File: config.mk
export PLATFORM = sky130hd
export DESIGN_NAME = vn3_sqrt_cell
export DESIGN_NICKNAME = d
export VERILOG_FILES = /design/src/design/vector_normalize_3d_top_defines.svh /design/src/design/vn3_pkg.sv /design/src/design/vn3_sqrt_cell.sv
export SDC_FILE = /design/constraint.sdc
export NUM_CORES = 1
export LEC_CHECK = 0
export ABC_AREA = 1
export BUFFER_PORTS_ARGS = -buffer_cell sky130_fd_sc_hd__buf_2
export CAP_MARGIN = 25
export CORE_MARGIN = 3
export CORE_UTILIZATION = 30
export DETAILED_ROUTE_END_ITERATION = 10
export SKIP_LAST_GASP = 1
export SLEW_MARGIN = 25
export SYNTH_ARGS = -nofsm -noshare
export SYNTH_HDL_FRONTEND = slang
export SYNTH_SLANG_ARGS = --single-unit
File: constraint.sdc
create_clock -name aclk -period 2.6 [get_ports aclk]
set_clock_uncertainty 0.05 [all_clocks]
set_input_delay 0.13 -clock aclk [delete_from_list [all_inputs] [get_ports aclk]]
set_output_delay 0.13 -clock aclk [all_outputs]
set_load 0.03 [all_outputs]
File: src/design/vector_normalize_3d_top_defines.svh
// Assertion helpers used by the block's top-level RTL file
`ifndef VECTOR_NORMALIZE_3D_TOP_DEFINES_SVH
`define VECTOR_NORMALIZE_3D_TOP_DEFINES_SVH

// Same-cycle implication on aclk, held off during reset
`define VN3_ASSERT_IMP(label, ante, cons) \
    label: assert property (@(posedge aclk) disable iff (!aresetn) (ante) |-> (cons)) \
        else $error("vn3 assertion failed");

// Next-cycle implication on aclk, held off during reset
`define VN3_ASSERT_NXT(label, ante, cons) \
    label: assert property (@(posedge aclk) disable iff (!aresetn) (ante) |=> (cons)) \
        else $error("vn3 assertion failed");

`endif

File: src/design/vn3_pkg.sv
`default_nettype none
package vn3_pkg;

    localparam int SQRT_STEPS = 32;
    localparam int QUOT_BITS  = 31;

    // input request
    typedef struct packed {
        logic signed [31:0] vec_x;
        logic signed [31:0] vec_y;
        logic signed [31:0] vec_z;
    } in_t;

    // result request
    typedef struct packed {
        logic signed [31:0] unit_x;
        logic signed [31:0] unit_y;
        logic signed [31:0] unit_z;
        logic        [31:0] magnitude;
        logic               zero_vector;
    } out_t;

    // data carried along the root chain
    typedef struct packed {
        logic [63:0]      rem;
        logic [63:0]      root;
        logic [2:0][31:0] mag;
        logic [2:0]       neg;
    } sq_t;

    // data carried along the divide chain
    typedef struct packed {
        logic [31:0]                len;
        logic [2:0][32:0]           rem;
        logic [2:0][QUOT_BITS-1:0]  quot;
        logic [2:0]                 neg;
    } dv_t;

endpackage
`default_nettype wire

File: src/design/vn3_sqrt_cell.sv
`default_nettype none
// One digit of the integer square root: one result bit per cell
module vn3_sqrt_cell #(
    parameter int STEP = 0
) (
    input  wire logic          aclk,
    input  wire logic          aresetn,
    input  wire logic          en,
    input  wire logic          valid_in,
    input  wire vn3_pkg::sq_t  d_in,
    output logic               valid_out,
    output vn3_pkg::sq_t       d_out
);

    localparam logic [63:0] BIT_VAL = 64'd1 << (62 - 2 * STEP);

    logic         valid_reg, valid_next;
    vn3_pkg::sq_t d_reg, d_next;
    logic [63:0]  trial;

    // compare and subtract for this bit
    always_comb begin
        trial  = d_in.root + BIT_VAL;
        d_next = d_in;
        if (d_in.rem >= trial) begin
            d_next.rem  = d_in.rem - trial;
            d_next.root = (d_in.root >> 1) + BIT_VAL;
        end else begin
            d_next.root = d_in.root >> 1;
        end
        valid_next = valid_in;
    end

    always_ff @(posedge aclk) begin
        if (!aresetn) begin
            valid_reg <= 1'b0;
        end else if (en) begin
            valid_reg <= valid_next;
        end
    end

    always_ff @(posedge aclk) begin
        if (en) begin
            d_reg <= d_next;
        end
    end

    assign valid_out = valid_reg;
    assign d_out     = d_reg;

endmodule
`default_nettype wire

==> results of run 1 <==
-- cell usage after synthesis (2+ instances only) --
cell / count / area [um2]
sky130_fd_sc_hd__nor2_2: 10 / 62.6
sky130_fd_sc_hd__xor2_1: 30 / 263
sky130_fd_sc_hd__buf_2: 4 / 20.0
sky130_fd_sc_hd__ha_1: 64 / 801
sky130_fd_sc_hd__o21ai_0: 8 / 40.0
sky130_fd_sc_hd__edfxtp_1: 227 / 6820
sky130_fd_sc_hd__buf_6: 2 / 22.5
sky130_fd_sc_hd__nand4_1: 20 / 125
sky130_fd_sc_hd__a21oi_2: 2 / 17.5
sky130_fd_sc_hd__nand2_1: 756 / 2840
sky130_fd_sc_hd__buf_12: 2 / 40.0
sky130_fd_sc_hd__buf_4: 5 / 37.5
sky130_fd_sc_hd__inv_1: 397 / 1490
sky130_fd_sc_hd__a21oi_1: 42 / 210
sky130_fd_sc_hd__and2_1: 2 / 12.5
sky130_fd_sc_hd__inv_2: 10 / 37.5
sky130_fd_sc_hd__nor3_4: 2 / 32.5
sky130_fd_sc_hd__nor4_1: 3 / 18.8
sky130_fd_sc_hd__nor3_1: 7 / 35.0
sky130_fd_sc_hd__nand2_2: 12 / 75.1
sky130_fd_sc_hd__nand2_4: 2 / 22.5
sky130_fd_sc_hd__xnor2_1: 2 / 17.5
sky130_fd_sc_hd__nand3_2: 11 / 110
sky130_fd_sc_hd__nand3_1: 80 / 400
sky130_fd_sc_hd__nor2_1: 108 / 405
-- how the worst max path moves through the flow --
stage	startpoint	endpoint	slack, ns	cells after the start
3_5_place_dp	d_in[107]	d_out[213]	0.03	14
5_1_grt	d_in[107]	d_out[213]	-0.05	17
2_1_floorplan	d_in[163]	d_out[177]	0.48	18
3_3_place_gp	d_in[107]	d_out[213]	0.01	14
6_report	d_in[145]	d_out[216]	0.07	17
4_1_cts	d_in[107]	d_out[221]	0.08	16
-- kinds of logic after synthesis --
family / Yosys count / synth area share [%]
DFF: 228 / 48.6
adders and majority gates: 65 / 5.84
buffers and inverters: 422 / 11.8
xor gates and xnor gates: 32 / 1.99
and+or+nand+nor: 1017 / 29.8
AOI/OAI and AO/OA: 53 / 1.94
-- power breakdown --
group / switching, W / internal [W] / total (W) / leakage (nW)
Clock: 0.00161 / 0.00242 / 0.00402 / 0.454
Combinational: 0.00248 / 0.00124 / 0.00372 / 8.29
Sequential: 0.000121 / 0.00450 / 0.00463 / 2.23
-- through the flow --
step / instances / cell area [um2]
2_1_floorplan: 1817 / 14100
3_5_place_dp: 2909 / 17400
4_1_cts: 3188 / 20700
3_3_place_gp: 2909 / 17400
6_report: 3193 / 20700
5_1_grt: 3193 / 20700
-- metal layers --
metal,part of all wire (%),GRT usage [%],up-vias
met2,48,39.5,467
met5,0,0,-
met4,2.3,5.87,0
met3,6.1,3.36,62
met1,44,30.3,6449
li1,-,-,7107
-- sequential cells by signal (all words and copies together), names as in the netlist --
name	cells
valid_out	1
d_out	227
-- what timing repair did --
item,CTS,global route
endpoints found under the hold margin,232,0
endpoints found under the setup margin,0,50
hold buffers,229,0
gates resized for setup,0,21
setup buffers,0,0
-- worst reg2reg max path: cells and delay by family (launching register included) --
family | cells | cell delay, ns
buffers and inverters | 1 | 0.56
AO/OA/AOI/OAI | 2 | 0.23
flip-flops | 1 | 0.31
-- area by class of cell --
cell class / instances / share of cell area [%]
antenna: 5 / 0.0603
clock buffer: 30 / 3.31
clock inverter: 20 / 1.20
inverter: 409 / 7.41
multi-input combinational: 1167 / 27.1
sequential: 228 / 33.0
tap: 600 / 3.62
timing repair buffer: 734 / 24.3
==> results.txt, run 1 <==
----------------------------------------------------
[Run status]
  Result of the run ... finished clean

[Floorplan]
  Std cell rows ... 78
  Chip height ... 222 um
  IO Pins ... 459
  Width of the die ... 222 um
  Die outline area ... 49500 um2
  Starting density of the core ... 30.6%
  Area inside the core boundary ... about 46000 um2

[Global route]
  Initial antenna violation count ... 5
  Number of global-route vias before repair ... 14400
  First-pass GRT wire length ... 87000 um
  Pin count of the biggest net entering global routing ... slightly above 60
  Final global-route overflow total ... 0
  GRT Util Overall ... a little under a quarter

[Worst hold path]
  Hold Startpoint ... d_in[99]
  End point of the most critical hold path ... d_out[163]
  Worst min-delay path category ... in -> reg
  Worst hold path stage count ... 5

[Layout]
  Number of nets in the layout ... 2863
  Area growth from synthesis to layout ... 47.6%
  Fraction of final layout cells with drive strength greater than 1 ... 24.0%
  Most common cell after layout, fill and taps aside ... sky130_fd_sc_hd__nand2_1
  Fillcell total ... around 4600
  Area taken by multi-input logic gates ... approximately 5600 um2
  Core utilization of the finished layout ... 45.2%
  Storage element area ... 6840 um2
  Commonest cells after routing, fill and taps aside ... 749 x sky130_fd_sc_hd__nand2_1, 457 x sky130_fd_sc_hd__buf_2, 397 x sky130_fd_sc_hd__inv_1

[Yosys]
  Yosys synthesis warning count ... 0
  Post-synthesis instance area ... 14100 um2
  Most instantiated flip-flop cell in the synthesis netlist ... sky130_fd_sc_hd__edfxtp_1
  Synthesized instance count ... 1817
  Synth async-reset ratio ... 0%
  Synthesized Nets ... between 2000 and 2500
  Count of unique library cells instantiated by Yosys ... 34
  Sequential cell area fraction in the yosys report ... 48.6%
  Number of synthesized flops with an enable pin ... between 200 and 250
  Flops & latches, synth ... 228
  Average footprint of a synthesized cell ... 7.73 um2

[Timing]
  Max-slew headroom ... 61.7%
  Slew at the pin closest to its max-slew limit ... 0.574 ns
  Hold WS ... 0.0738 ns
  Final max-slew violation count ... 0
  Minimum period implied by the final worst setup slack ... 2.53 ns
  Summed negative setup slack over all endpoints ... 0 ns
  Setup repair after global routing missed its margin ... true
  F_max ... 0.395 GHz
  Number of failing setup endpoints in the final timing report ... 0
  Hold Vio Cnt, Final ... 0
  Final clock period utilization by the worst path ... about 97%
  Worst Setup Slack, final ... 0.0693 ns

[Critical path]
  Required time of the critical path ... between 2 and 3 ns
  Number of cell instances on the worst register-to-register path ... 3
  Critical Path Start Type ... input pin
  Critical register-to-register path endpoint ... valid_out
  Kind of end point of the critical path ... flip-flop
  Register-to-register setup slack ... 1.35 ns
  Category of the critical setup timing path ... in -> reg
  Delay of the slowest cell on the worst path ... roughly 0.52 ns
  Critical path peak fanout ... 29
  CP delay by family, top ... simple AND/OR/NAND/NOR gates
  CP most frequent cell ... sky130_fd_sc_hd__nand2_1
  Critical path, cell by cell ... dlygate4sd3_1 -> buf_2 -> inv_1 -> ha_1 -> nand2_1 -> inv_2 -> nand2_1 -> nand2_1 -> inv_1 -> nand2_1 -> a21oi_4 -> nor2_2 -> nor2_4 -> nand2_8 -> buf_12 -> nand3_1 -> nand2_1
  Worst path buffer plus inverter count ... 6
  Slowest cell on the critical path ... sky130_fd_sc_hd__dlygate4sd3_1
  Beginning of the worst register-to-register path ... valid_out
  Arrival time at the worst endpoint ... about 2.8 ns

[Place]
  Port Buf Inserts ... 458
  Final estimated routing congestion in global placement ... 0.913
  Final HPWL from detailed placement ... 47400 um
  Worst slack at placement ... 0.0300 ns

[Routing]
  Vias per cell ... 4.41
  Routed Antenna Nets ... 0
  Number of iterations in the first detailed-routing pass ... 5
  Vias ... between 10000 and 15000
  DRC violations left ... 0
  Iteration-0 DRC Markers ... a little under 900
  Total wire length after detailed routing ... 58200 um
  Average wire per cell in the routed design ... 18.2 um

[Clock network]
  Total number of H-tree levels ... 1
  Number of clock buffers inserted by TritonCTS ... 27
  CTS clock-pin slew for the worst setup and hold paths ... 0.06 ns
  Count of clock tree sinks ... around 230
  Root Buffer Master ... sky130_fd_sc_hd__clkbuf_16
  Insertion delay of the later-clocked pin in the worst-skew pair ... around 0.57 ns
  CTS tree ... built
  Number of buffers on the longest clock path ... 3

[Power]
  Maximum VDD drop ... 0.505 mV
  Final total power ... about 0.012 W
  Lkg Pwr ... 11.0 nW
  Power per unit of standard cell area ... 596 nW/um2

[Flow run]
  Max Cap Viol ... 0

----------------------------------------------------
(Power assumes the default switching activity.)
==> inputs of run 2 (changes only) <==
Settings changed: CORE_MARGIN 3 to 2, CORE_UTILIZATION 30 to 45, PLACE_DENSITY set to 0.72.
==> run 2 against run 1 <==
Routed wire length is 0.35% lower. First-iteration DRC count up 48%. Power shrank 5.2%. Hold slack gained 0.056 ns. Largest cell class unchanged. Largest power group unchanged. Clock-buffer cell count is 2 lower. Non-clock buffer count fell by 7. Sequential power hardly changed. Critical path type unchanged.
==> results.txt, run 2 (synthesis gave the netlist of run 1 again) <==
----------------------------------------------------
[Run status]
  Result of the run ... finished clean

[Critical path]
  Arrival time at the worst endpoint ... 2.74 ns (-0.03 ns)
  Required time of the critical path ... 2.82 ns (-0.02 ns)
  Critical path peak fanout ... 33 (+14%)
  Register-to-register setup slack ... 1.13 ns (-0.22 ns)
  Beginning of the worst register-to-register path ... valid_out
  Critical register-to-register path endpoint ... valid_out
  Number of cell instances on the worst register-to-register path ... 3 (unchanged)
  Category of the critical setup timing path ... in -> reg
  Critical Path Start Type ... input pin
  Kind of end point of the critical path ... flip-flop

[Place]
  Port Buf Inserts ... 458 (unchanged)
  Final HPWL from detailed placement ... 43000 um (-9.3%)
  Worst slack at placement ... -0.0453 ns (-0.0753 ns)
  Final estimated routing congestion in global placement ... 0.954 (+4.4%)
  Placed standard-cell area ... 17100 um2 (-1.8%)

[Layout]
  Number of nets in the layout ... 2853 (-0.35%)
  Flip-flop count of the largest register after layout ... 227 (unchanged)
  Commonest cells after routing, fill and taps aside ... 746 x sky130_fd_sc_hd__nand2_1, 457 x sky130_fd_sc_hd__buf_2, 397 x sky130_fd_sc_hd__inv_1
  Fraction of final layout cells with drive strength greater than 1 ... 23.9% (-0.14 points)
  Area growth from synthesis to layout ... 44.2%
  Number of antenna diodes ... 0 (-5)
  Post-route cell area ... 20300 um2 (-2.3%)
  Most common cell after layout, fill and taps aside ... sky130_fd_sc_hd__nand2_1

[Routing]
  Vias per cell ... 4.89 (+11%)
  Number of iterations in the first detailed-routing pass ... 6 (+1)
  Average wire per cell in the routed design ... 19.5 um (+7.1%)
  Total wire length after detailed routing ... 58000 um (-0.35%)
  Iteration-0 DRC Markers ... 1320 (+48%)
  DRC violations left ... 0 (unchanged)
  Routed Antenna Nets ... 0 (unchanged)
  Vias ... 14500 (+3.2%)

[Power]
  Maximum VDD drop ... 0.438 mV (-13%)
  Lkg Pwr ... 10.9 nW (-1.1%)
  Power per unit of standard cell area ... 579 nW/um2 (-2.9%)

[Global route]
  First-pass GRT wire length ... 86500 um (-0.65%)
  GRT Util Overall ... 34.6% (+12 points)
  Final global-route overflow total ... 0 (unchanged)
  Initial antenna violation count ... 2 (-3)
  Pin count of the biggest net entering global routing ... 60 (-3.2%)
  Number of global-route vias before repair ... 14700 (+1.9%)

[Timing]
  Final clock period utilization by the worst path ... 97.1% (-0.26 points)
  Final max-slew violation count ... 0 (unchanged)
  Number of failing setup endpoints in the final timing report ... 0 (unchanged)
  Worst Setup Slack, final ... 0.0761 ns (+0.00675 ns)
  Max-slew headroom ... 70.2% (+8.4 points)
  Hold Vio Cnt, Final ... 0 (unchanged)
  F_max ... 0.396 GHz (+0.27%)
  Setup repair after global routing missed its margin ... true
  Slew at the pin closest to its max-slew limit ... 0.448 ns (-0.126 ns)
  Minimum period implied by the final worst setup slack ... 2.52 ns (-0.00675 ns)

[Floorplan]
  Width of the die ... 181 um (-19%)
  IO Pins ... 459 (unchanged)
  Chip height ... 181 um (-19%)
  Area inside the core boundary ... 30700 um2 (-33%)
  Die outline area ... 32700 um2 (-34%)
  Starting density of the core ... 45.8% (+15 points)
  Std cell rows ... 64 (-18%)

[Clock network]
  Number of clock buffers inserted by TritonCTS ... 24 (-11%)
  CTS tree ... built
  CTS clock-pin slew for the worst setup and hold paths ... 0.06 ns (about the same)
  Number of buffers on the longest clock path ... 3 (unchanged)
  Root Buffer Master ... sky130_fd_sc_hd__clkbuf_16
  Total number of H-tree levels ... 1 (unchanged)
  Count of clock tree sinks ... 228 (unchanged)
  Insertion delay of the later-clocked pin in the worst-skew pair ... 0.55 ns (-0.02 ns)

[Worst hold path]
  Worst min-delay path category ... in -> reg
  End point of the most critical hold path ... d_out[163]
  Hold Startpoint ... d_in[99]
  Worst hold path stage count ... 5 (unchanged)

[Flow run]
  Max Cap Viol ... 0 (unchanged)

----------------------------------------------------
run 2: cell types whose count changed in the layout (fill, tap and decap cells not counted), sizes merged:
cell      before  now
clkinvlp       2    0
clkbuf        30   28
bufinv         5    1
diode          5    0
clkinv        10   15
inv          412  408
buf          505  498
run 2: through the flow:
step / hold WS, ns / utilization (%) / std cells / power, W / TNS (ns)
6_report: 0.130 / 66.1 / 2970 / 0.0117 / 0
3_5_place_dp: 0.258 / 55.8 / 2697 / 0.00806 / -0.0524
2_1_floorplan: 0.173 / - / 1817 / 0.00679 / 0
3_3_place_gp: 0.257 / 55.8 / 2697 / 0.00803 / -0.0866
4_1_cts: 0.104 / 65.7 / 2969 / 0.0116 / 0
5_1_grt: 0.151 / 66.1 / 2970 / 0.0122 / -0.116
run 2: what timing repair did:
action,4_1_cts,5_1_grt
endpoints found under the setup margin,0,63
endpoints found under the hold margin,244,0
gates resized for setup,0,34
buffers inserted,0,1
hold buffers,229,0
run 2: how the worst max path moves through the flow:
stage,slack [ns],cells after the start,startpoint,endpoint
final,0.08,16,d_in[124],d_out[192]
after detailed placement,-0.05,17,d_in[99],d_out[225]
after global routing,-0.03,17,d_in[124],d_out[222]
after floorplan,0.48,18,d_in[163],d_out[177]
after global placement,-0.05,16,d_in[111],d_out[224]
after CTS,0.02,13,d_in[194],d_out[210]
run 2: area by class of cell:
class | count | area (um2)
Fill cell | 2433 | 10400
Sequential cell | 228 | 6840
Multi-Input combinational cell | 1167 | 5680
Timing Repair Buffer | 727 | 4980
Inverter | 409 | 1540
Clock buffer | 28 | 637
Tap cell | 396 | 495
Clock inverter | 15 | 95.1
run 2: worst max-delay path, stage by stage:
cell and delay [ns]:
sky130_fd_sc_hd__dlygate4sd3_1 0.57, sky130_fd_sc_hd__buf_2 0.15, sky130_fd_sc_hd__inv_1 0.06, sky130_fd_sc_hd__ha_1 0.35, sky130_fd_sc_hd__nand2_1 0.15, sky130_fd_sc_hd__nor2_4 0.17, sky130_fd_sc_hd__nand2_1 0.15, sky130_fd_sc_hd__nor2_4 0.17
sky130_fd_sc_hd__nand4_1 0.12, sky130_fd_sc_hd__nand3_2 0.11, sky130_fd_sc_hd__nand2_4 0.07, sky130_fd_sc_hd__nand2_8 0.11, sky130_fd_sc_hd__inv_4 0.06, sky130_fd_sc_hd__buf_12 0.16, sky130_fd_sc_hd__nand2_1 0.10, sky130_fd_sc_hd__nand2_1 0.07
run 2: layer usage:
metal | part of all wire [%] | wire length, um | global-route usage [%] | up-vias
li1 | - | - | - | 7067
met1 | 39 | 22800 | 42.4 | 6609
met2 | 49 | 28300 | 60.7 | 731
met3 | 7.4 | 4300 | 5.99 | 122
met4 | 4.3 | 2490 | 13.1 | 4
met5 | 0.040 | 23 | 0 | -
run 2: where the power goes:
| part | switching [W] | internal, W | leakage, nW |
|---|---|---|---|
| combinational | 0.00252 | 0.00124 | 8.26 |
| sequential | 0.000131 | 0.00450 | 2.23 |
| clock | 0.00149 | 0.00184 | 0.371 |
| total | 0.00414 | 0.00759 | 10.9 |
==> inputs of run 3 (changes only) <==
Settings changed: CELL_PAD_IN_SITES_DETAIL_PLACEMENT set to 1, CELL_PAD_IN_SITES_GLOBAL_PLACEMENT set to 2, CORE_UTILIZATION 45 to 28, PLACE_DENSITY 0.72 to not set, PLACE_DENSITY_LB_ADDON set to 0.1.
==> run 3 against run 2 <==
Die area grew 59%. Global-route usage shrank 10 points. Hold slack gained 0.013 ns. Maximum frequency is 1.3% higher. Critical endpoint is now d_out[213]. Worst setup slack improved by 0.032 ns. Cell area grew 4.5%.
==> results.txt, run 3 (synthesis gave the netlist of run 1 again) <==
----------------------------------------------------
[Power]
  Maximum VDD drop ... 0.419 mV (-4.2%)
  Power per unit of standard cell area ... 589 nW/um2 (+1.8%)
  Lkg Pwr ... 11.2 nW (+2.7%)
  Final total power ... 0.0125 W (+6.4%)

[Timing]
  Worst Setup Slack, final ... 0.108 ns (+0.0317 ns)
  Minimum period implied by the final worst setup slack ... 2.49 ns (-0.0317 ns)
  Setup repair after global routing missed its margin ... true
  Number of failing setup endpoints in the final timing report ... 0 (unchanged)
  Final clock period utilization by the worst path ... 95.9% (-1.2 points)
  Final max-slew violation count ... 0 (unchanged)
  Slew at the pin closest to its max-slew limit ... 0.461 ns (+0.0134 ns)
  Max-slew headroom ... 69.3% (-0.89 points)
  F_max ... 0.401 GHz (+1.3%)
  Hold Vio Cnt, Final ... 0 (unchanged)

[Floorplan]
  Width of the die ... 228 um (+26%)
  Starting density of the core ... 28.2% (-18 points)
  Die outline area ... 52000 um2 (+59%)
  Area inside the core boundary ... 49900 um2 (+63%)
  Std cell rows ... 82 (+28%)
  IO Pins ... 459 (unchanged)
  Chip height ... 228 um (+26%)

[Critical path]
  Kind of end point of the critical path ... flip-flop
  Register-to-register setup slack ... 1.27 ns (+0.14 ns)
  CP delay by family, top ... simple AND/OR/NAND/NOR gates
  Required time of the critical path ... 2.86 ns (+0.04 ns)
  Critical path peak fanout ... 22 (-33%)
  Worst path buffer plus inverter count ... 4 (-1)
  Slowest cell on the critical path ... sky130_fd_sc_hd__dlygate4sd3_1
  CP most frequent cell ... sky130_fd_sc_hd__nand2_1
  Critical Path Start Type ... input pin
  Critical path, cell by cell ... dlygate4sd3_1 -> buf_2 -> inv_1 -> ha_1 -> nand2_1 -> nand2_1 -> a21oi_1 -> o21ai_1 -> nand2_1 -> nand2_1 -> nor2_4 -> nand2_8 -> buf_12 -> nand3_1 -> nand2_1
  Delay of the slowest cell on the worst path ... 0.54 ns (-0.03 ns)
  Arrival time at the worst endpoint ... 2.75 ns (about the same)
  Category of the critical setup timing path ... in -> reg

[Clock network]
  Insertion delay of the later-clocked pin in the worst-skew pair ... 0.54 ns (about the same)
  Number of buffers on the longest clock path ... 3 (unchanged)
  Total number of H-tree levels ... 1 (unchanged)
  Root Buffer Master ... sky130_fd_sc_hd__clkbuf_16
  Buffer count from post-CTS setup fixing ... 0 (unchanged)
  CTS clock-pin slew for the worst setup and hold paths ... 0.06 ns (about the same)
  Count of clock tree sinks ... 228 (unchanged)
  Number of clock buffers inserted by TritonCTS ... 27 (+13%)
  CTS tree ... built

[Routing]
  Vias ... 14300 (-1.6%)
  Iteration-0 DRC Markers ... 558 (-58%)
  Average wire per cell in the routed design ... 19.1 um (-1.9%)
  Total wire length after detailed routing ... 63300 um (+9.2%)
  Vias per cell ... 4.32 (-12%)
  DRC violations left ... 0 (unchanged)
  Number of iterations in the first detailed-routing pass ... 5 (-1)
  Routed Antenna Nets ... 0 (unchanged)

[Worst hold path]
  Worst min-delay path category ... in -> reg

[Global route]
  Met1 track demand over resource ... 31.3% (-11 points)
  Number of global-route vias before repair ... 15400 (+5.0%)
  Final global-route overflow total ... 0 (unchanged)
  Grt met3 use ... 4.01% (-2.0 points)
  First-pass GRT wire length ... 95400 um (+10%)
  Pin count of the biggest net entering global routing ... 60 (unchanged)
  Met2 Usage GRT ... 41.9% (-19 points)
  GRT busiest layer ... met2
  Initial antenna violation count ... 5 (+3)
  GRT Util Overall ... 24.1% (-10 points)

[Layout]
  Post-route cell area ... 21200 um2 (+4.5%)
  Area growth from synthesis to layout ... 50.7%
  Most common cell after layout, fill and taps aside ... sky130_fd_sc_hd__nand2_1
  Flip-flop count of the largest register after layout ... 227 (unchanged)
  Commonest cells after routing, fill and taps aside ... 746 x sky130_fd_sc_hd__nand2_1, 457 x sky130_fd_sc_hd__buf_2, 397 x sky130_fd_sc_hd__inv_1
  Core utilization of the finished layout ... 42.5% (-24 points)
  Non-filler instance count after layout ... 3307 (+11%)
  Number of nets in the layout ... 2908 (+1.9%)
  Fraction of final layout cells with drive strength greater than 1 ... 25.7% (+1.8 points)

[Place]
  Final HPWL from detailed placement ... 49300 um (+15%)
  Placed standard-cell area ... 17800 um2 (+4.3%)
  Port Buf Inserts ... 458 (unchanged)
  Worst slack at placement ... -0.137 ns (-0.0917 ns)
  Final estimated routing congestion in global placement ... 0.906 (-5.1%)
  Number of placed cells counting well taps ... 3026 (+12%)

[Flow run]
  Max Cap Viol ... 0 (unchanged)

[Run status]
  Result of the run ... finished clean

----------------------------------------------------
[run 3: worst register-to-register path: cells and delay by family, from the launching register on]
kind                   cells  cell delay (ns)
buffers and inverters      1             0.57
DFF                        1             0.31
AOI/OAI and AO/OA          2             0.29
[run 3: final timing paths]
check             from          to  cells past startpoint
min reg2reg  valid_out   valid_out                      3
max          d_in[152]  d_out[213]                     15
min           d_in[99]  d_out[163]                      5
max reg2reg  valid_out   valid_out                      3
[run 3: cell type report]
cell class	instances	area (um2)
Sequential cell	228	6840
Inverter	409	1540
Clock buffer	36	709
Fill cell	6227	28700
Multi-Input combinational cell	1167	5700
Antenna cell	5	12.5
Clock inverter	11	181
Tap cell	672	841
Timing Repair Buffer	779	5360
[run 3: what timing repair did]
item,4_1_cts,5_1_grt
endpoints found under the hold margin,273,0
setup endpoints to repair,0,65
hold buffers,229,0
gates resized for setup,0,43
[run 3: layer usage]
metal,share of wire [%],vias to the layer above,wire (um)
met4,2.0,0,1280
met5,0,-,0
met2,48,351,30300
li1,-,7165,-
met3,5.0,61,3170
met1,45,6721,28500
[run 3: power breakdown]
group          leakage, nW  internal, W  switching, W
combinational         8.50      0.00131       0.00259
sequential            2.23      0.00450      0.000113
clock                0.423      0.00239       0.00157
[run 3: through the flow]
stage | setup TNS [ns] | hold WS, ns
after CTS | 0 | 0.105
after floorplan | 0 | 0.173
after global placement | -0.500 | 0.257
after detailed placement | -0.568 | 0.259
final | 0 | 0.144
after global routing | -0.00374 | 0.142
